**config.mk**
```make
export PLATFORM = sky130hd
export DESIGN_NAME = whacc_index
export DESIGN_NICKNAME = d
export VERILOG_FILES = /design/src/hdl/whacc_pkg.sv /design/src/hdl/whacc_index.sv
export SDC_FILE = /design/constraint.sdc
export NUM_CORES = 2
export LEC_CHECK = 0
export ABC_AREA = 1
export ABC_CLOCK_PERIOD_IN_PS = 6900
export BUFFER_PORTS_ARGS = -buffer_cell sky130_fd_sc_hd__buf_2
export CORE_MARGIN = 2
export CORE_UTILIZATION = 59
export CTS_CLUSTER_SIZE = 10
export DETAILED_ROUTE_END_ITERATION = 12
export PLACE_DENSITY = 0.81
export RECOVER_POWER = 25
export SLEW_MARGIN = 20
export SYNTH_ARGS = -nofsm -noshare
export SYNTH_HDL_FRONTEND = slang
export SYNTH_SLANG_ARGS = --single-unit
```
**constraint.sdc**
```tcl
create_clock -name clk -period 6.9 [get_ports clk]
set_input_delay 1.035 -clock clk [delete_from_list [all_inputs] [get_ports clk]]
set_output_delay 1.035 -clock clk [all_outputs]
set_load 0.02 [all_outputs]
```
**src/hdl/whacc_pkg.sv**
```systemverilog
// Shared constants and types of the weighted histogram accumulator.
`timescale 1ns / 1ps

package whacc_pkg;

  localparam int DEF_MAX_BINS  = 256;
  localparam int DEF_SUM_WIDTH = 48;

  localparam int CFG_IDX_W = 2;
  localparam int CFG_DATA_W = 32;

  localparam logic [CFG_IDX_W-1:0] CFG_MIN_X         = 2'd0;
  localparam logic [CFG_IDX_W-1:0] CFG_MAX_X         = 2'd1;
  localparam logic [CFG_IDX_W-1:0] CFG_INV_BIN_WIDTH = 2'd2;
  localparam logic [CFG_IDX_W-1:0] CFG_BINS_IN_USE   = 2'd3;

  localparam logic [31:0] RST_MIN_X         = 32'h0000_0000;
  localparam logic [31:0] RST_MAX_X         = 32'h0100_0000;
  localparam logic [31:0] RST_INV_BIN_WIDTH = 32'h0001_0000;
  localparam logic [8:0]  RST_BINS_IN_USE   = 9'd256;

  localparam logic CMD_ADD  = 1'b0;
  localparam logic CMD_READ = 1'b1;

  localparam logic [1:0] REGION_UNDER = 2'd0;
  localparam logic [1:0] REGION_BIN   = 2'd1;
  localparam logic [1:0] REGION_OVER  = 2'd2;

  localparam logic [8:0] SEL_UNDER = 9'd256;
  localparam logic [8:0] SEL_OVER  = 9'd257;

  // Control word of one transaction as it leaves the index pipeline.
  typedef struct packed {
    logic       valid;
    logic       is_add;
    logic [1:0] region;
    logic [7:0] bin_number;
    logic       absent;
  } item_ctrl_t;

endpackage

```
**src/hdl/whacc_index.sv**
```systemverilog
// Index pipeline: range tests, reciprocal multiply and bin clamp.
`timescale 1ns / 1ps

module whacc_index #(
  parameter int MAX_BINS = whacc_pkg::DEF_MAX_BINS,
  parameter int BIN_W    = 8
) (
  input  logic                    clk,
  input  logic                    rst,
  input  logic                    adv,
  input  logic                    load,
  input  logic                    cmd,
  input  logic signed [31:0]      x_pos,
  input  logic signed [31:0]      weight,
  input  logic [8:0]              read_sel,
  input  logic signed [31:0]      min_x,
  input  logic signed [31:0]      max_x,
  input  logic [31:0]             inv_bin_width,
  input  logic [8:0]              bins_in_use,
  output whacc_pkg::item_ctrl_t   ctrl,
  output logic [BIN_W-1:0]        addr,
  output logic signed [31:0]      weight_s3
);
  import whacc_pkg::*;

  localparam int LIM_W = $clog2(MAX_BINS + 1);
  localparam logic [31:0] MAX_BINS_32 = 32'(MAX_BINS);

  // Stage 1: input register
  logic               v1;
  logic               cmd1;
  logic signed [31:0] x1;
  logic signed [31:0] w1;
  logic [8:0]         sel1;

  // Stage 2: region and offset from the lower edge
  logic               v2;
  logic               cmd2;
  logic [1:0]         region2;
  logic [31:0]        diff2;
  logic signed [31:0] w2;
  logic [8:0]         sel2;

  // Stage 3: raw bin index
  logic               v3;
  logic               cmd3;
  logic [1:0]         region3;
  logic [31:0]        idx3;
  logic signed [31:0] w3;
  logic [8:0]         sel3;

  logic [1:0]         region_next;
  logic [31:0]        diff_next;
  logic [63:0]        prod;
  logic [LIM_W-1:0]   lim;
  logic [31:0]        clamped;
  logic [31:0]        sel_ext;

  always_ff @(posedge clk) begin
    if (rst) begin
      v1 <= 1'b0;
      v2 <= 1'b0;
      v3 <= 1'b0;
    end else if (adv) begin
      v1 <= load;
      v2 <= v1;
      v3 <= v2;
    end
  end

  always_ff @(posedge clk) begin
    if (adv) begin
      cmd1    <= cmd;
      x1      <= x_pos;
      w1      <= weight;
      sel1    <= read_sel;
      cmd2    <= cmd1;
      region2 <= region_next;
      diff2   <= diff_next;
      w2      <= w1;
      sel2    <= sel1;
      cmd3    <= cmd2;
      region3 <= region2;
      idx3    <= prod[63:32];
      w3      <= w2;
      sel3    <= sel2;
    end
  end

  // Underflow is tested before overflow, so inverted edges never reach a bin.
  always_comb begin
    diff_next = x1 - min_x;
    if (cmd1 == CMD_ADD) begin
      priority if (x1 < min_x) begin
        region_next = REGION_UNDER;
      end else if (x1 > max_x) begin
        region_next = REGION_OVER;
      end else begin
        region_next = REGION_BIN;
      end
    end else begin
      priority if (sel1 == SEL_UNDER) begin
        region_next = REGION_UNDER;
      end else if (sel1 >= SEL_OVER) begin
        region_next = REGION_OVER;
      end else begin
        region_next = REGION_BIN;
      end
    end
  end

  assign prod = 64'(diff2) * 64'(inv_bin_width);

  // Bin limit is bins_in_use held between one and the store depth.
  always_comb begin
    if (bins_in_use == 9'd0) begin
      lim = LIM_W'(1);
    end else if (32'(bins_in_use) > MAX_BINS_32) begin
      lim = LIM_W'(MAX_BINS);
    end else begin
      lim = LIM_W'(bins_in_use);
    end
  end

  assign clamped = (idx3 >= 32'(lim)) ? (32'(lim) - 32'd1) : idx3;
  assign sel_ext = 32'(sel3);

  always_comb begin
    ctrl.valid      = v3;
    ctrl.is_add     = (cmd3 == CMD_ADD);
    ctrl.region     = region3;
    ctrl.bin_number = 8'd0;
    ctrl.absent     = 1'b0;
    addr            = clamped[BIN_W-1:0];
    if (region3 == REGION_BIN) begin
      if (cmd3 == CMD_ADD) begin
        ctrl.bin_number = clamped[7:0];
      end else begin
        ctrl.bin_number = sel3[7:0];
        ctrl.absent     = (sel_ext >= MAX_BINS_32);
        addr            = sel_ext[BIN_W-1:0];
      end
    end
  end

  assign weight_s3 = w3;

endmodule

```
==> metrics <==
status=finished with violations; violated checks=negative setup slack; Slew Viols, Final=0; crit path launch type=primary input; DR WL met2=62100 um; die width=282 um; Setup crit end kind=register; Yosys reg bits=229; DR DRC count=0; layout cells sized above 1=15.8%; number of synthesized flops with an enable pin=226; mapped cell area=45600 um2; GP Congestion=0.964; Fin. Hold Viols=0; initial antenna violation count=5; starting density of the core=59.8%; die footprint=79500 um2; clk root buf=clkbuf_16; htree depth=1; post-placement cell count=7031; fmax=0.144 GHz; hold_ws=399 ps; top cells by area, synth=fa_1 39%, edfxtp_1 15%, inv_1 14%, nand2_1 12%, ha_1 9.2%; Max-cap violations=0; die height=282 um; Highest Signal Layer=met5; Met3 Wirelength=10900 um; CTS max path bufs=3; drt via density=5.24; cell taking the most area after synthesis=fa_1; Mapped Nets=7020; fin worst setup slack=-63.7 ps; Clock Skew=24.7 ps; GRT Overall Usage=31.7%; total CTS buffers=27; number of synthesis warnings=0; first-pass GRT wire length=198000 um; Final Critical Period=6960 ps; fin crit share=101%; final core utilization=69.9%; Netlist cell types=39; Non-Filler Instances=7099; Main synth FF type=edfxtp_1; io pins=236; Synth top cells by count=1759 x inv_1, 1482 x nand2_1, 896 x fa_1; DRT met1 WL=46500 um; Worst Max-Slew Pin Slew=1050 ps; cts hold-fix bufs=0; gr ovfl total=0; Setup Viol. Count Final=7; P&R area growth vs syn=16.9%; WS Path Type=in2reg; largest net degree at the start of global routing=87; drt first pass iters=6; clock slew at reported path FFs=70 ps; TritonCTS sink count=229; Clock Latency Late Sink=560 ps; vias=37200; CTS tree=done; fin nets=7464; floorplan core area=76200 um2; Post-Synthesis Cells=5607; CP Data Arrival Time=7280 ps; Avg Synthesized Cell Area=8.13 um2; port bufs=235; drt first-iter violations=2914; Routed Antenna Nets=0; RSZ-0062 raised after global routing=true; Fill cells=5605; async set-or-reset flop fraction in the synthesized netlist=0%; final WL=124000 um; most frequent cell after synthesis=inv_1; sequential cell area fraction in the yosys report=15.0%; placed cell area=50600 um2; dpl hpwl=105000 um; max_slew headroom=29.9%; vias in the first global route=39500; CP required=7210 ps; Critical Path Fanout Max=6; Row Count=101; detail-routed net length per standard cell=17.4 um; Design Area, Final=53300 um2; Synth top area share=39.4%; Hold Path Class=reg2reg
-- flip-flops by register name, indices dropped and copies added (netlist names), 9 cells and up --
signal and flops:
diff2 32, sel3 9, sel1 9, sel2 9
idx3 32, x1 32, weight_s3 32, w1 32
w2 32
-- metrics by stage --
step | setup WS (ps) | setup TNS [ps]
2_1_floorplan | 3.91 | 0
3_3_place_gp | -851 | -22650
3_5_place_dp | -911 | -24480
4_1_cts | -22.1 | -22.1
5_1_grt | -294 | -4030
6_report | -63.7 | -197
-- layout by cell type, fill, tap and decap left out, types with 11 or more instances in the layout --
cell,netlist,layout
buf_2,1,210
fa_2,0,33
buf_6,0,43
nand2_2,1,30
nor2_2,1,44
a21oi_2,1,34
a21oi_1,126,89
nand2_1,1482,1440
nand3_1,82,73
buf_4,2,299
a21o_1,20,20
nor2_4,0,21
inv_1,1759,1719
ha_1,334,299
xnor2_1,11,11
o21ai_0,72,43
nand4_1,19,19
nor2_1,237,173
o21bai_1,21,14
inv_2,1,40
clkbuf_16,0,28
o21ai_1,2,21
xor2_1,30,30
ha_4,0,33
nand2_4,0,13
clkbuf_1,192,14
buf_12,0,50
edfxtp_1,226,226
fa_1,896,863
nor3_1,26,14
-- cell families after synthesis --
family                   synth area share (%)
flip-flops                               15.0
AND/OR/NAND/NOR                          16.0
adder cells (fa/ha/maj)                  48.5
XOR/XNOR                                0.788
buffers and inverters                    16.1
AO/OA/AOI/OAI                            3.49
-- critical path, cell delays in order --
cell,delay [ps]
buf_2,200
buf_4,180
nand2_1,100
fa_1,530
inv_1,60
fa_1,450
ha_1,360
inv_1,90
fa_1,540
inv_1,50
fa_1,490
fa_1,520
fa_1,620
fa_1,500
ha_4,320
nand2_4,50
buf_4,140
buf_4,130
nor2_2,80
inv_2,70
nor2_2,120
inv_2,70
nor2_1,180
nand3_1,160
nand3b_1,140
xor2_1,80
-- area by class of cell --
cell class | instances | area [um2] | area share (%)
inverters | 1760 | 6610 | 12.4
diodes | 3 | 7.51 | 0.0141
clock buffers | 41 | 728 | 1.37
flip-flops and latches | 229 | 6850 | 12.9
clock inverters | 3 | 80.1 | 0.150
multi-input cells | 3422 | 32800 | 61.6
repair buffers | 611 | 4910 | 9.22
well taps | 1030 | 1290 | 2.42
-- worst paths after layout --
path	endpoint	cells after the start	startpoint	slack, ps
setup / recovery	idx3[7]	26	inv_bin_width[4]	-60
setup reg to reg	idx3[7]	26	diff2[10]	10
hold reg to reg	weight_s3[8]	0	w2[8]	400
hold / removal	weight_s3[8]	0	w2[8]	400
-- what timing repair did --
action,CTS,global route
cloned,0,2
pin swaps,21,146
buffers inserted,2,17
endpoints found under the setup margin,31,32
resized for setup,80,393
-- per-layer routing --
metal / up-vias / global-route usage (%)
met4: 2 / 9.68
met3: 318 / 4.50
met5: - / 0
met2: 1736 / 55.3
li1: 16900 / -
met1: 18300 / 41.0
Power is not shown: default switching activity piles up to over one toggle a cycle in this logic, so the estimate is an artifact.
